`config.mk`:
```
export PLATFORM = sky130hd
export DESIGN_NAME = hdlc_frame_transmitter_flat
export DESIGN_NICKNAME = d
export VERILOG_FILES = /design/src/rtl/hdlc_tx_pkg.sv /design/src/rtl/hdlc_tx_if.sv /design/src/rtl/hdlc_frame_transmitter.sv /design/src/flat_wrapper.sv
export SDC_FILE = /design/constraint.sdc
export NUM_CORES = 1
export LEC_CHECK = 0
export BUFFER_PORTS_ARGS = -buffer_cell sky130_fd_sc_hd__buf_2
export CORE_MARGIN = 5
export CORE_UTILIZATION = 50
export CTS_BUF_LIST = sky130_fd_sc_hd__clkbuf_4
export CTS_CLUSTER_SIZE = 25
export DETAILED_ROUTE_END_ITERATION = 10
export PLACE_DENSITY = 0.68
export SLEW_MARGIN = 20
export SYNTH_ARGS = -nofsm -noshare
export SYNTH_HDL_FRONTEND = slang
export SYNTH_SLANG_ARGS = --single-unit
```
`constraint.sdc`:
```
create_clock -name clk_i -period 6.65 [get_ports clk_i]
set_input_delay 1.33 -clock clk_i [delete_from_list [all_inputs] [get_ports clk_i]]
set_output_delay 1.33 -clock clk_i [all_outputs]
set_load 0.01 [all_outputs]
```
`src/rtl/hdlc_tx_pkg.sv`:
```
// Shared constants for the HDLC frame transmitter: line flag, stuffing run,
// CRC-16/X.25 polynomial and the output word format. No dependencies.
`default_nettype none

package hdlc_tx_pkg;

  localparam int unsigned DATA_W       = 8;
  localparam int unsigned OUT_WORD_W   = 32;
  localparam int unsigned BYTE_COUNT_W = 3;
  localparam int unsigned WORD_BITS_DEF = 32;

  localparam logic [7:0]  FLAG_BYTE    = 8'h7E;
  localparam logic [2:0]  STUFF_RUN    = 3'd5;
  localparam logic [15:0] CRC_POLY     = 16'h8408;
  localparam logic [15:0] CRC_INIT     = 16'hFFFF;
  localparam logic [2:0]  RESULT_LIMIT = 3'd4;

endpackage : hdlc_tx_pkg

`default_nettype wire

```
`src/rtl/hdlc_tx_if.sv`:
```
// Valid/ready channel interfaces for the HDLC frame transmitter.
// Depends on hdlc_tx_pkg for the payload widths.
`default_nettype none

interface hdlc_tx_in_if;
  logic                              valid;
  logic                              ready;
  logic [hdlc_tx_pkg::DATA_W-1:0]    data_byte;
  logic                              last_byte;

  modport source (output valid, output data_byte, output last_byte, input ready);
  modport sink   (input valid, input data_byte, input last_byte, output ready);
endinterface : hdlc_tx_in_if

interface hdlc_tx_out_if;
  logic                                   valid;
  logic                                   ready;
  logic [hdlc_tx_pkg::OUT_WORD_W-1:0]     word;
  logic [hdlc_tx_pkg::BYTE_COUNT_W-1:0]   byte_count;
  logic                                   frame_end;

  modport source (output valid, output word, output byte_count, output frame_end,
                  input ready);
  modport sink   (input valid, input word, input byte_count, input frame_end,
                  output ready);
endinterface : hdlc_tx_out_if

`default_nettype wire

```
`src/rtl/hdlc_frame_transmitter.sv`:
```
// HDLC / AX.25 frame transmitter: bit-serial stuffing, CRC-16/X.25 and packing.
// Depends on hdlc_tx_pkg and the channel interfaces in hdlc_tx_if.
//
// Usage: in_i carries one frame byte per word, last_byte set on the final
// byte. out_o carries packed line bits, first bit in bit 0, with the
// number of valid low bytes in byte_count and frame_end on a frame's last word.
// The first byte of a frame yields an opening flag word 0x7E (one byte).
// Bits go out LSB first with a zero stuffed after five ones; after the last
// byte come the FCS (16 bits, stuffed) and an unstuffed closing flag, and the
// final partial word is flushed.
// Timing: one line bit per cycle through the serializer while it is not
// stalled. A middle byte goes from its accept to the next through the
// accept, 8 data bits, up to 2 stuffed zeros, a phase change and a flush;
// the first byte adds the flag state; the last byte adds the FCS (16 bits,
// up to 4 stuffed zeros), the closing flag and the final word.
// The next byte is accepted once the serializer has finished the previous
// one; a finished word waits in a holding stage and the output register.
// Reset: no frame in progress, packer empty, CRC at all ones.
// Receiver stall: the serializer stops when a new word is ready while the
// holding stage is full and the output register is full and not taken.
`default_nettype none

module hdlc_frame_transmitter #(
  parameter int unsigned WORD_BITS = hdlc_tx_pkg::WORD_BITS_DEF
) (
  input  wire logic    clk_i,
  input  wire logic    rst_ni,
  hdlc_tx_in_if.sink   in_i,
  hdlc_tx_out_if.source out_o
);

  localparam int unsigned FillW = $clog2(WORD_BITS);
  localparam int unsigned OutW  = hdlc_tx_pkg::OUT_WORD_W;
  localparam int unsigned BcW   = hdlc_tx_pkg::BYTE_COUNT_W;
  localparam logic [FillW-1:0] FillLast = FillW'(WORD_BITS - 1);
  localparam logic [BcW-1:0]   FullBytes = BcW'(WORD_BITS / 8);

  localparam logic [2:0] StIdle  = 3'd0;
  localparam logic [2:0] StOpen  = 3'd1;
  localparam logic [2:0] StData  = 3'd2;
  localparam logic [2:0] StFcs   = 3'd3;
  localparam logic [2:0] StClose = 3'd4;
  localparam logic [2:0] StPart  = 3'd5;
  localparam logic [2:0] StFlush = 3'd6;

  logic [2:0]           state_q, state_d;
  logic                 in_frame_q, in_frame_d;
  logic                 last_q, last_d;
  logic [15:0]          sh_q, sh_d;
  logic [4:0]           cnt_q, cnt_d;
  logic [15:0]          crc_q, crc_d;
  logic [2:0]           ones_q, ones_d;
  logic                 stuff_q, stuff_d;
  logic [WORD_BITS-1:0] acc_q, acc_d;
  logic [FillW-1:0]     fill_q, fill_d;
  logic [2:0]           rcnt_q, rcnt_d;
  logic                 hold_v_q, hold_v_d;
  logic [OutW-1:0]      hold_word_q, hold_word_d;
  logic [BcW-1:0]       hold_bytes_q, hold_bytes_d;
  logic                 out_v_q, out_v_d;
  logic [OutW-1:0]      out_word_q, out_word_d;
  logic [BcW-1:0]       out_bytes_q, out_bytes_d;
  logic                 out_end_q, out_end_d;

  // serializer step, independent of stall
  logic                 push, pbit, stuffed, full;
  logic                 gen;
  logic [OutW-1:0]      gen_word;
  logic [BcW-1:0]       gen_bytes;
  logic [WORD_BITS-1:0] acc_set;
  logic [OutW-1:0]      acc_set_out, acc_out;
  logic [FillW+1:0]     part_bytes;
  logic                 out_free, keep, stall;
  logic                 crc_fb;

  always_comb begin
    acc_set = acc_q;
    acc_set[fill_q] = pbit;
  end

  if (WORD_BITS >= OutW) begin : g_wide
    assign acc_set_out = acc_set[OutW-1:0];
    assign acc_out     = acc_q[OutW-1:0];
  end else begin : g_narrow
    assign acc_set_out = {{(OutW-WORD_BITS){1'b0}}, acc_set};
    assign acc_out     = {{(OutW-WORD_BITS){1'b0}}, acc_q};
  end

  assign part_bytes = ({2'b00, fill_q} + (FillW+2)'(7)) >> 3;

  always_comb begin
    push      = 1'b0;
    pbit      = 1'b0;
    stuffed   = 1'b0;
    gen       = 1'b0;
    gen_word  = acc_set_out;
    gen_bytes = FullBytes;
    unique case (state_q)
      StOpen: begin
        gen       = 1'b1;
        gen_word  = {{(OutW-8){1'b0}}, hdlc_tx_pkg::FLAG_BYTE};
        gen_bytes = BcW'(1);
      end
      StData, StFcs: begin
        stuffed = 1'b1;
        if (stuff_q) begin
          push = 1'b1;
          pbit = 1'b0;
        end else if (cnt_q != 5'd0) begin
          push = 1'b1;
          pbit = sh_q[0];
        end
      end
      StClose: begin
        if (cnt_q != 5'd0) begin
          push = 1'b1;
          pbit = sh_q[0];
        end
      end
      StPart: begin
        if (fill_q != '0) begin
          gen       = 1'b1;
          gen_word  = acc_out;
          gen_bytes = part_bytes[BcW-1:0];
        end
      end
      default: ;
    endcase
    full = push && (fill_q == FillLast);
    if (full) begin
      gen = 1'b1;
    end
  end

  assign out_free = !out_v_q || out_o.ready;
  assign keep     = gen && (rcnt_q < hdlc_tx_pkg::RESULT_LIMIT);
  assign stall    = keep && hold_v_q && !out_free;
  assign crc_fb   = crc_q[0] ^ sh_q[0];

  always_comb begin
    state_d      = state_q;
    in_frame_d   = in_frame_q;
    last_d       = last_q;
    sh_d         = sh_q;
    cnt_d        = cnt_q;
    crc_d        = crc_q;
    ones_d       = ones_q;
    stuff_d      = stuff_q;
    acc_d        = acc_q;
    fill_d       = fill_q;
    rcnt_d       = rcnt_q;
    hold_v_d     = hold_v_q;
    hold_word_d  = hold_word_q;
    hold_bytes_d = hold_bytes_q;
    out_v_d      = out_v_q && !out_o.ready;
    out_word_d   = out_word_q;
    out_bytes_d  = out_bytes_q;
    out_end_d    = out_end_q;

    if (!stall) begin
      // new word: previous held word moves on, drop beyond the result limit
      if (keep) begin
        rcnt_d       = rcnt_q + 3'd1;
        hold_v_d     = 1'b1;
        hold_word_d  = gen_word;
        hold_bytes_d = gen_bytes;
        if (hold_v_q) begin
          out_v_d     = 1'b1;
          out_word_d  = hold_word_q;
          out_bytes_d = hold_bytes_q;
          out_end_d   = 1'b0;
        end
      end

      if (push) begin
        if (full) begin
          acc_d  = '0;
          fill_d = '0;
        end else begin
          acc_d  = acc_set;
          fill_d = fill_q + FillW'(1);
        end
        if (!(stuffed && stuff_q)) begin
          cnt_d = cnt_q - 5'd1;
          sh_d  = sh_q >> 1;
        end
        if (state_q == StData && !stuff_q) begin
          crc_d = (crc_q >> 1) ^ (crc_fb ? hdlc_tx_pkg::CRC_POLY : 16'h0000);
        end
        if (stuffed) begin
          if (stuff_q) begin
            stuff_d = 1'b0;
            ones_d  = 3'd0;
          end else if (pbit) begin
            if (ones_q + 3'd1 == hdlc_tx_pkg::STUFF_RUN) begin
              stuff_d = 1'b1;
              ones_d  = 3'd0;
            end else begin
              ones_d = ones_q + 3'd1;
            end
          end else begin
            ones_d = 3'd0;
          end
        end
      end

      unique case (state_q)
        StIdle: begin
          if (in_i.valid) begin
            sh_d   = {8'h00, in_i.data_byte};
            cnt_d  = 5'd8;
            last_d = in_i.last_byte;
            rcnt_d = 3'd0;
            if (in_frame_q) begin
              state_d = StData;
            end else begin
              state_d = StOpen;
              crc_d   = hdlc_tx_pkg::CRC_INIT;
              acc_d   = '0;
              fill_d  = '0;
              ones_d  = 3'd0;
              stuff_d = 1'b0;
            end
          end
        end
        StOpen: begin
          in_frame_d = 1'b1;
          state_d    = StData;
        end
        StData: begin
          if (!push) begin
            if (last_q) begin
              state_d = StFcs;
              sh_d    = ~crc_q;
              cnt_d   = 5'd16;
            end else begin
              state_d = StFlush;
            end
          end
        end
        StFcs: begin
          if (!push) begin
            state_d = StClose;
            sh_d    = {8'h00, hdlc_tx_pkg::FLAG_BYTE};
            cnt_d   = 5'd8;
          end
        end
        StClose: begin
          if (!push) begin
            state_d = StPart;
          end
        end
        StPart: begin
          acc_d   = '0;
          fill_d  = '0;
          state_d = StFlush;
        end
        StFlush: begin
          if (hold_v_q) begin
            if (out_free) begin
              out_v_d     = 1'b1;
              out_word_d  = hold_word_q;
              out_bytes_d = hold_bytes_q;
              out_end_d   = last_q;
              hold_v_d    = 1'b0;
              state_d     = StIdle;
            end
          end else begin
            state_d = StIdle;
          end
          if (state_d == StIdle && last_q) begin
            in_frame_d = 1'b0;
            crc_d      = hdlc_tx_pkg::CRC_INIT;
            ones_d     = 3'd0;
            stuff_d    = 1'b0;
          end
        end
        default: state_d = StIdle;
      endcase
    end
  end

  always_ff @(posedge clk_i or negedge rst_ni) begin
    if (!rst_ni) begin
      state_q    <= StIdle;
      in_frame_q <= 1'b0;
      cnt_q      <= 5'd0;
      crc_q      <= hdlc_tx_pkg::CRC_INIT;
      ones_q     <= 3'd0;
      stuff_q    <= 1'b0;
      acc_q      <= '0;
      fill_q     <= '0;
      rcnt_q     <= 3'd0;
      hold_v_q   <= 1'b0;
      out_v_q    <= 1'b0;
    end else begin
      state_q    <= state_d;
      in_frame_q <= in_frame_d;
      cnt_q      <= cnt_d;
      crc_q      <= crc_d;
      ones_q     <= ones_d;
      stuff_q    <= stuff_d;
      acc_q      <= acc_d;
      fill_q     <= fill_d;
      rcnt_q     <= rcnt_d;
      hold_v_q   <= hold_v_d;
      out_v_q    <= out_v_d;
    end
  end

  always_ff @(posedge clk_i) begin
    last_q       <= last_d;
    sh_q         <= sh_d;
    hold_word_q  <= hold_word_d;
    hold_bytes_q <= hold_bytes_d;
    out_word_q   <= out_word_d;
    out_bytes_q  <= out_bytes_d;
    out_end_q    <= out_end_d;
  end

  assign in_i.ready       = (state_q == StIdle);
  assign out_o.valid      = out_v_q;
  assign out_o.word       = out_word_q;
  assign out_o.byte_count = out_bytes_q;
  assign out_o.frame_end  = out_end_q;

endmodule : hdlc_frame_transmitter

`default_nettype wire
```
`src/flat_wrapper.sv`:
```
// flat-port wrapper written by rule: the top's interface ports become plain ports
module hdlc_frame_transmitter_flat 
#(
  parameter int unsigned WORD_BITS = hdlc_tx_pkg::WORD_BITS_DEF
)
  (clk_i, rst_ni, in_i_valid, in_i_data_byte, in_i_last_byte, in_i_ready, out_o_valid, out_o_word, out_o_byte_count, out_o_frame_end, out_o_ready);
  hdlc_tx_in_if in_i_i ();
  hdlc_tx_out_if out_o_i ();
  input  wire logic clk_i;
  input  wire logic rst_ni;
  input wire logic [$bits(in_i_i.valid)-1:0] in_i_valid;
  input wire logic [$bits(in_i_i.data_byte)-1:0] in_i_data_byte;
  input wire logic [$bits(in_i_i.last_byte)-1:0] in_i_last_byte;
  output wire logic [$bits(in_i_i.ready)-1:0] in_i_ready;
  output wire logic [$bits(out_o_i.valid)-1:0] out_o_valid;
  output wire logic [$bits(out_o_i.word)-1:0] out_o_word;
  output wire logic [$bits(out_o_i.byte_count)-1:0] out_o_byte_count;
  output wire logic [$bits(out_o_i.frame_end)-1:0] out_o_frame_end;
  input wire logic [$bits(out_o_i.ready)-1:0] out_o_ready;
  assign in_i_i.valid = in_i_valid;
  assign in_i_i.data_byte = in_i_data_byte;
  assign in_i_i.last_byte = in_i_last_byte;
  assign in_i_ready = in_i_i.ready;
  assign out_o_valid = out_o_i.valid;
  assign out_o_word = out_o_i.word;
  assign out_o_byte_count = out_o_i.byte_count;
  assign out_o_frame_end = out_o_i.frame_end;
  assign out_o_i.ready = out_o_ready;
  hdlc_frame_transmitter #(.WORD_BITS(WORD_BITS)) u_core (.clk_i(clk_i), .rst_ni(rst_ni), .in_i(in_i_i), .out_o(out_o_i));
endmodule
```
== Yosys cells after proc, flatten, opt, wreduce, memory -nomap -nowiden ==
Cells that the tools add are included.

* Register bits: 159
* Bits in latches: 0
* RAM bits: 0
* Memory bits (read-only): 0
* Bits of input ports: 13
* Memories: 0

* Add/sub/neg operators: 5
* $mul: 0
* Div/mod/pow operators: 0
* Magnitude comparators: 3
* Equality and inequality tests: 13
* Shift operators: 0
* Mux-type cells: 107
* Bitwise operators: 4
* Reduce and logical (&&, ||, !) cells: 24

{| class="wikitable"
|+ Operator list
! kind !! number
|-
| $mux W32 || 10
|-
| $mux W16 || 12
|-
| $pmux W32 S2 || 2
|-
| $mux W3 || 26
|-
| $mux W5 || 10
|-
| $pmux W16 S3 || 1
|-
| $bwmux W32 || 1
|-
| $mux W1 || 32
|-
| $pmux W16 S2 || 1
|-
| $pmux W3 S7 || 1
|-
| $not A16 Y16 || 1
|-
| $xor A15 B16 Y16 || 1
|-
| $pmux W5 S3 || 1
|-
| $eq A3 B3 Y1 const B || 4
|-
| $pmux W3 S2 || 2
|-
| $pmux W1 S2 || 5
|-
| $pmux W5 S2 || 1
|-
| $reduce_bool A5 Y1 || 2
|-
| $logic_and A1 B1 Y1 || 9
|-
| $ne A2 B2 Y1 const B || 4
|-
| $add A3 B1 Y3 const B || 2
|-
| $add A5 B3 Y6 const B || 1
|-
| $eq A3 B2 Y1 const B || 2
|-
| $logic_not A3 Y1 || 2
|-
| 19 further kinds || 23
|}

== Depth between registers and ports, before layout ==
* Word-level depth: 14
* Depth in mapped cells: 9
* Depth with buffers taken out: 8

== Worst setup path before layout ==
OpenSTA, ideal clock, no wires.

* Path kind: input to register
* Start point: in out_o_ready
* End point: reg u_core.rcnt_q[1]
* Arrival: 4.899 ns
* Setup slack: 1.619 ns
* Stages: 4
* Path buffers: 0
* Cells stage by stage: and3b_1 > a311oi_1 > mux2i_1 > nor2_1

* Longest elaborated chain between the ends: 3

{| class="wikitable"
|+ Ends and longest elaborated chain
! item !! RTL line !! text
|-
| start: declaration || flat_wrapper.sv:19 || <nowiki>input wire logic [$bits(out_o_i.ready)-1:0] out_o_ready;</nowiki>
|-
| $logic_or A1 B1 Y1 || hdlc_frame_transmitter.sv:135 || <nowiki>assign out_free = !out_v_q || out_o.ready;</nowiki>
|-
| $logic_not A1 Y1 || hdlc_frame_transmitter.sv:137 || <nowiki>assign stall = keep && hold_v_q && !out_free;</nowiki>
|-
| $logic_and A1 B1 Y1 || hdlc_frame_transmitter.sv:137 ||
|-
| end signal: assignment || hdlc_frame_transmitter.sv:305 || <nowiki>rcnt_q <= rcnt_d;</nowiki>
|-
| end: declaration || hdlc_frame_transmitter.sv:56 || <nowiki>logic [2:0] rcnt_q, rcnt_d;</nowiki>
|}

No other way between the ends.
A chain may end at the register's enable or synchronous reset.

== Worst setup path in the final report ==
* Start point: reg u_core.state_q[2]
* End point: reg u_core.cnt_q[3]

* Longest elaborated chain between the ends: 9

{| class="wikitable"
|+ Ends and longest elaborated chain
! item !! RTL line !! text
|-
| start: declaration || hdlc_frame_transmitter.sv:46 || <nowiki>logic [2:0] state_q, state_d;</nowiki>
|-
| start signal: assignment || hdlc_frame_transmitter.sv:285 || <nowiki>state_q <= StIdle;</nowiki>
|-
| start signal: assignment || hdlc_frame_transmitter.sv:297 || <nowiki>state_q <= state_d;</nowiki>
|-
| $eq A3 B2 Y1 || hdlc_frame_transmitter.sv:98, hdlc_frame_transmitter.sv:207 ||
|-
| $reduce_or A2 Y1 || hdlc_frame_transmitter.sv:98 || <nowiki>unique case (state_q)</nowiki>
|-
| $mux W1 || hdlc_frame_transmitter.sv:98 ||
|-
| $logic_and A1 B1 Y1 || hdlc_frame_transmitter.sv:183 || <nowiki>if (!(stuffed && stuff_q)) begin</nowiki>
|-
| $mux W5 || hdlc_frame_transmitter.sv:183 ||
|-
| $mux W5 || hdlc_frame_transmitter.sv:175 || <nowiki>if (push) begin</nowiki>
|-
| $mux W5 || hdlc_frame_transmitter.sv:232 || <nowiki>if (last_q) begin</nowiki>
|-
| $mux W5 || hdlc_frame_transmitter.sv:231 || <nowiki>if (!push) begin</nowiki>
|-
| $pmux W5 S3 || hdlc_frame_transmitter.sv:207 || <nowiki>unique case (state_q)</nowiki>
|-
| end signal: assignment || hdlc_frame_transmitter.sv:299 || <nowiki>cnt_q <= cnt_d;</nowiki>
|-
| end: declaration || hdlc_frame_transmitter.sv:50 || <nowiki>logic [4:0] cnt_q, cnt_d;</nowiki>
|}

Several ways; a longest one is shown, not always the timed one.

==> impl_results.html <==
<table>
<tr><th>Metric</th><th>Value</th></tr>
<tr><th colspan="2">Drt</th></tr>
<tr><td>Vias per std cell</td><td>5.97</td></tr>
<tr><td>Post-DRT Antenna Nets</td><td>0</td></tr>
<tr><td>Remaining DRCs</td><td>0</td></tr>
<tr><td>Iteration-0 DRC Markers</td><td>602</td></tr>
<tr><td>Final wirelength</td><td>18000 um</td></tr>
<tr><td>Routed len/inst</td><td>18.2 um</td></tr>
<tr><td>DR vias</td><td>5890</td></tr>
<tr><td>Total iterations of the first detailed-routing run</td><td>5</td></tr>
<tr><th colspan="2">Clock tree</th></tr>
<tr><td>CTS H-tree depth</td><td>4</td></tr>
<tr><td>Clock insertion delay at the later pin of the skew report</td><td>590 ps</td></tr>
<tr><td>Number of sinks driven by the clock tree</td><td>159</td></tr>
<tr><td>Cell at the root of the clock tree</td><td>clkbuf_4</td></tr>
<tr><td>Maximum number of buffers from clock root to sink</td><td>2</td></tr>
<tr><td>Clock tree from TritonCTS</td><td>yes</td></tr>
<tr><td>Clock-pin slew on the worst setup and hold paths</td><td>130 ps</td></tr>
<tr><td>Number of cells upsized or downsized after cts</td><td>0</td></tr>
<tr><td>Total clock buffers created by CTS</td><td>17</td></tr>
<tr><td>Number of buffers added to fix hold violations after cts</td><td>0</td></tr>
<tr><td>Post CTS Setup Buffer Count</td><td>0</td></tr>
<tr><th colspan="2">Timing</th></tr>
<tr><td>Transition time at the pin with the least slew margin</td><td>1030 ps</td></tr>
<tr><td>Max-slew headroom at the worst pin</td><td>31.5%</td></tr>
<tr><td>Count of final setup violators</td><td>0</td></tr>
<tr><td>Clock tree skew after final layout</td><td>21.7 ps</td></tr>
<tr><td>Final-report hold violation count</td><td>0</td></tr>
<tr><td>Final worst hold slack</td><td>521 ps</td></tr>
<tr><td>Peak clock frequency supported by timing</td><td>287 MHz</td></tr>
<tr><td>Final setup margin</td><td>3170 ps</td></tr>
<tr><td>Min cycle time layout</td><td>3480 ps</td></tr>
<tr><td>Unrepaired setup endpoints after global routing</td><td>false</td></tr>
<tr><td>Setup_tns</td><td>0 ps</td></tr>
<tr><td>Ratio of final minimum period to clock period</td><td>52.4%</td></tr>
<tr><td>Final number of max-transition violations</td><td>0</td></tr>
<tr><th colspan="2">Power and ir drop</th></tr>
<tr><td>Final total power</td><td>4.27 mW</td></tr>
<tr><td>Max IR drop VDD</td><td>238 uV</td></tr>
<tr><td>Leakage Power</td><td>3.35 nW</td></tr>
<tr><td>Power Dens Cells</td><td>493 nW/um2</td></tr>
<tr><th colspan="2">Place</th></tr>
<tr><td>Count of input and output buffers</td><td>50</td></tr>
<tr><td>Number of placed instances with taps included</td><td>953</td></tr>
<tr><td>Detailed placer's ending HPWL</td><td>11600 um</td></tr>
<tr><td>Total cell area at the placement stage</td><td>8360 um2</td></tr>
<tr><td>Setup WS pre-CTS</td><td>2990 ps</td></tr>
<tr><td>Placer congestion estimate</td><td>0.862</td></tr>
<tr><th colspan="2">Finish</th></tr>
<tr><td>Final instance area</td><td>8670 um2</td></tr>
<tr><td>Count of placed standard cells in the final layout, fillers left out</td><td>986</td></tr>
<tr><td>Final core occ</td><td>55.0%</td></tr>
<tr><td>Fill cell instance count of the final layout</td><td>1430</td></tr>
<tr><td>Final net count</td><td>781</td></tr>
<tr><td>Fraction of layout cells with a size suffix above 1</td><td>20.1%</td></tr>
<tr><td>Total inserted antenna cells</td><td>0</td></tr>
<tr><td>Area growth from synthesis to layout</td><td>8.78%</td></tr>
<tr><th colspan="2">Worst hold path</th></tr>
<tr><td>Tightest Hold Check Type</td><td>register to register</td></tr>
<tr><th colspan="2">Die</th></tr>
<tr><td>Row count</td><td>46</td></tr>
<tr><td>Height of the die</td><td>136 um</td></tr>
<tr><td>Top-level I/O count</td><td>51</td></tr>
<tr><td>Die Footprint</td><td>18600 um2</td></tr>
<tr><td>Die outline width</td><td>136 um</td></tr>
<tr><td>Area of the placeable core</td><td>15800 um2</td></tr>
<tr><td>Initial standard-cell utilization of the core</td><td>50.5%</td></tr>
<tr><th colspan="2">Run</th></tr>
<tr><td>Max-capacitance violation count</td><td>0</td></tr>
<tr><th colspan="2">Synthesis</th></tr>
<tr><td>Number of instances in the synthesized netlist</td><td>728</td></tr>
<tr><td>Number of nets produced by synthesis</td><td>752</td></tr>
<tr><td>Number of flops mapped to enable cells by yosys</td><td>88</td></tr>
<tr><td>Fraction of the yosys area taken by sequential cells</td><td>55.7%</td></tr>
<tr><td>Asr flop ratio synth</td><td>44.7%</td></tr>
<tr><td>Register bit count reported by yosys</td><td>159</td></tr>
<tr><td>Largest area contributor in the netlist</td><td>edfxtp_1</td></tr>
<tr><td>Average instance area after synthesis</td><td>10.9 um2</td></tr>
<tr><td>Most instantiated flip-flop cell in the synthesis netlist</td><td>edfxtp_1</td></tr>
<tr><td>Area of the mapped netlist</td><td>7970 um2</td></tr>
<tr><td>Biggest area contributors in the synthesized netlist</td><td>edfxtp_1 33%, dfrtp_1 17%, dfstp_2 5.3%, mux2_2 4.5%, a21oi_1 4.1%</td></tr>
<tr><td>Number of unique standard cell types used by synthesis</td><td>55</td></tr>
<tr><td>Fraction of post-synthesis cell area in the top cell type by area</td><td>33.2%</td></tr>
<tr><td>Warning count from the yosys run</td><td>0</td></tr>
<tr><th colspan="2">Global routing</th></tr>
<tr><td>Maximum number of pins on one net before global-route repair</td><td>72</td></tr>
<tr><td>GRT Resource Usage Total</td><td>20.1%</td></tr>
<tr><td>Number of antenna violations at the first check in global routing</td><td>0</td></tr>
<tr><td>Number of global-route vias before repair</td><td>5790</td></tr>
<tr><td>First-pass GRT wire length</td><td>29400 um</td></tr>
<tr><td>Grt total ovfl</td><td>0</td></tr>
<tr><th colspan="2">Setup path</th></tr>
<tr><td>Critical path launch point type</td><td>register</td></tr>
<tr><td>Largest fanout on the critical path</td><td>53</td></tr>
<tr><td>Crit. End Element</td><td>register</td></tr>
<tr><td>Critical path type</td><td>register to register</td></tr>
<tr><td>Required time of the critical path</td><td>7120 ps</td></tr>
<tr><td>Crit path DAT</td><td>3950 ps</td></tr>
<tr><th colspan="2">Run status</th></tr>
<tr><td>Status</td><td>complete, no violations</td></tr>
</table>
## cells by family (layout without fill, tap and decap cells)
group	count (synthesis)	count (layout)	synth area share, %
compound gates	223	223	18.5
xor+xnor	8	8	0.879
fa+ha+maj	11	11	1.73
buf+inv	64	106	3.47
flops	159	159	55.7
mux	56	56	7.59
simple gates	207	207	12.1
## final cells by class
| type | instances | area, um2 | area share (%) |
|---|---|---|---|
| inverter | 14 | 53.8 | 0.621 |
| tap | 216 | 270 | 3.12 |
| clock buffer | 17 | 128 | 1.47 |
| multi-input combinational | 505 | 3290 | 38.0 |
| timing repair buffer | 60 | 345 | 3.98 |
| clock inverter | 15 | 138 | 1.59 |
| sequential | 159 | 4440 | 51.2 |
## sequential cells by signal, indices dropped and copies added, names as in the netlist, 3 cells and up
| register | count |
|---|---|
| u_core.acc_out | 32 |
| u_core.hold_word_q | 32 |
| u_core.out_o.word | 32 |
| u_core.crc_q | 16 |
| u_core.sh_q | 16 |
| u_core.cnt_q | 5 |
| u_core.fill_q | 5 |
| u_core.hold_bytes_q | 3 |
| u_core.ones_q | 3 |
| u_core.out_o.byte_count | 3 |
| u_core.rcnt_q | 3 |
| u_core.state_q | 3 |
## critical path, stage by stage, from the launching register on
cell and delay [ps]:
dfrtp_1 760, nor3b_2 660, o211ai_2 290, a31oi_1 310, clkinv_2 780, a221oi_1 560
## final timing paths
path                            cells after the start                     startpoint  slack (ps)                       endpoint
worst max register to register                      5  u_core.state_q[2]$_DFFE_PN0P_        3170    u_core.cnt_q[3]$_DFFE_PN0N_
worst max-delay path                                5  u_core.state_q[2]$_DFFE_PN0P_        3170    u_core.cnt_q[3]$_DFFE_PN0N_
worst min register to register                      2    u_core.crc_q[8]$_DFFE_PN1N_         520    u_core.crc_q[7]$_DFFE_PN1N_
min in group asynchronous                           2                         rst_ni         960    u_core.cnt_q[3]$_DFFE_PN0N_
worst min-delay path                                2    u_core.crc_q[8]$_DFFE_PN1N_         520    u_core.crc_q[7]$_DFFE_PN1N_
max in group asynchronous                           2                         rst_ni        5020  u_core.acc_out[7]$_DFFE_PN0N_
## cell usage after synthesis (10+ instances only)
| library cell | number |
|---|---|
| nand2_1 | 67 |
| o211ai_1 | 15 |
| inv_1 | 14 |
| edfxtp_1 | 88 |
| ha_1 | 11 |
| o22ai_1 | 11 |
| mux2i_1 | 21 |
| dfrtp_1 | 55 |
| a22o_1 | 24 |
| buf_2 | 11 |
| dfstp_2 | 16 |
| clkbuf_1 | 35 |
| a21oi_1 | 66 |
| o21ai_0 | 41 |
| o31ai_1 | 35 |
| nand3_1 | 23 |
| mux2_2 | 32 |
| nor2_1 | 67 |
| nand2b_1 | 10 |
## power breakdown
group          internal, mW  switching [mW]  total (mW)
Combinational         0.748            1.12        1.87
Sequential             1.57           0.283        1.85
Clock                 0.190           0.364       0.554
Total                  2.51            1.77        4.27
## layout by cell type, fill, tap and decap left out, types with 8 or more instances in the layout
cell       n
edfxtp_1  88
nand2_1   67
nor2_1    67
a21oi_1   66
dfrtp_1   55
buf_2     50
o21ai_0   40
o31ai_1   35
mux2_2    32
a22o_1    24
nand3_1   23
mux2i_1   21
clkbuf_4  17
dfstp_2   16
o211ai_1  15
inv_1     13
o22ai_1   11
ha_1      11
nand2b_1  10
buf_4      9
o221ai_1   8
## layer usage
layer | vias to the layer above | global-route usage, % | wire length, um
met4 | 0 | 8.23 | 346
met1 | 2894 | 26.9 | 7920
li1 | 2783 | - | -
met3 | 29 | 3.77 | 857
met5 | - | 0 | 0
met2 | 184 | 32.4 | 8870
No activity file was read; power rests on OpenSTA's default activity.
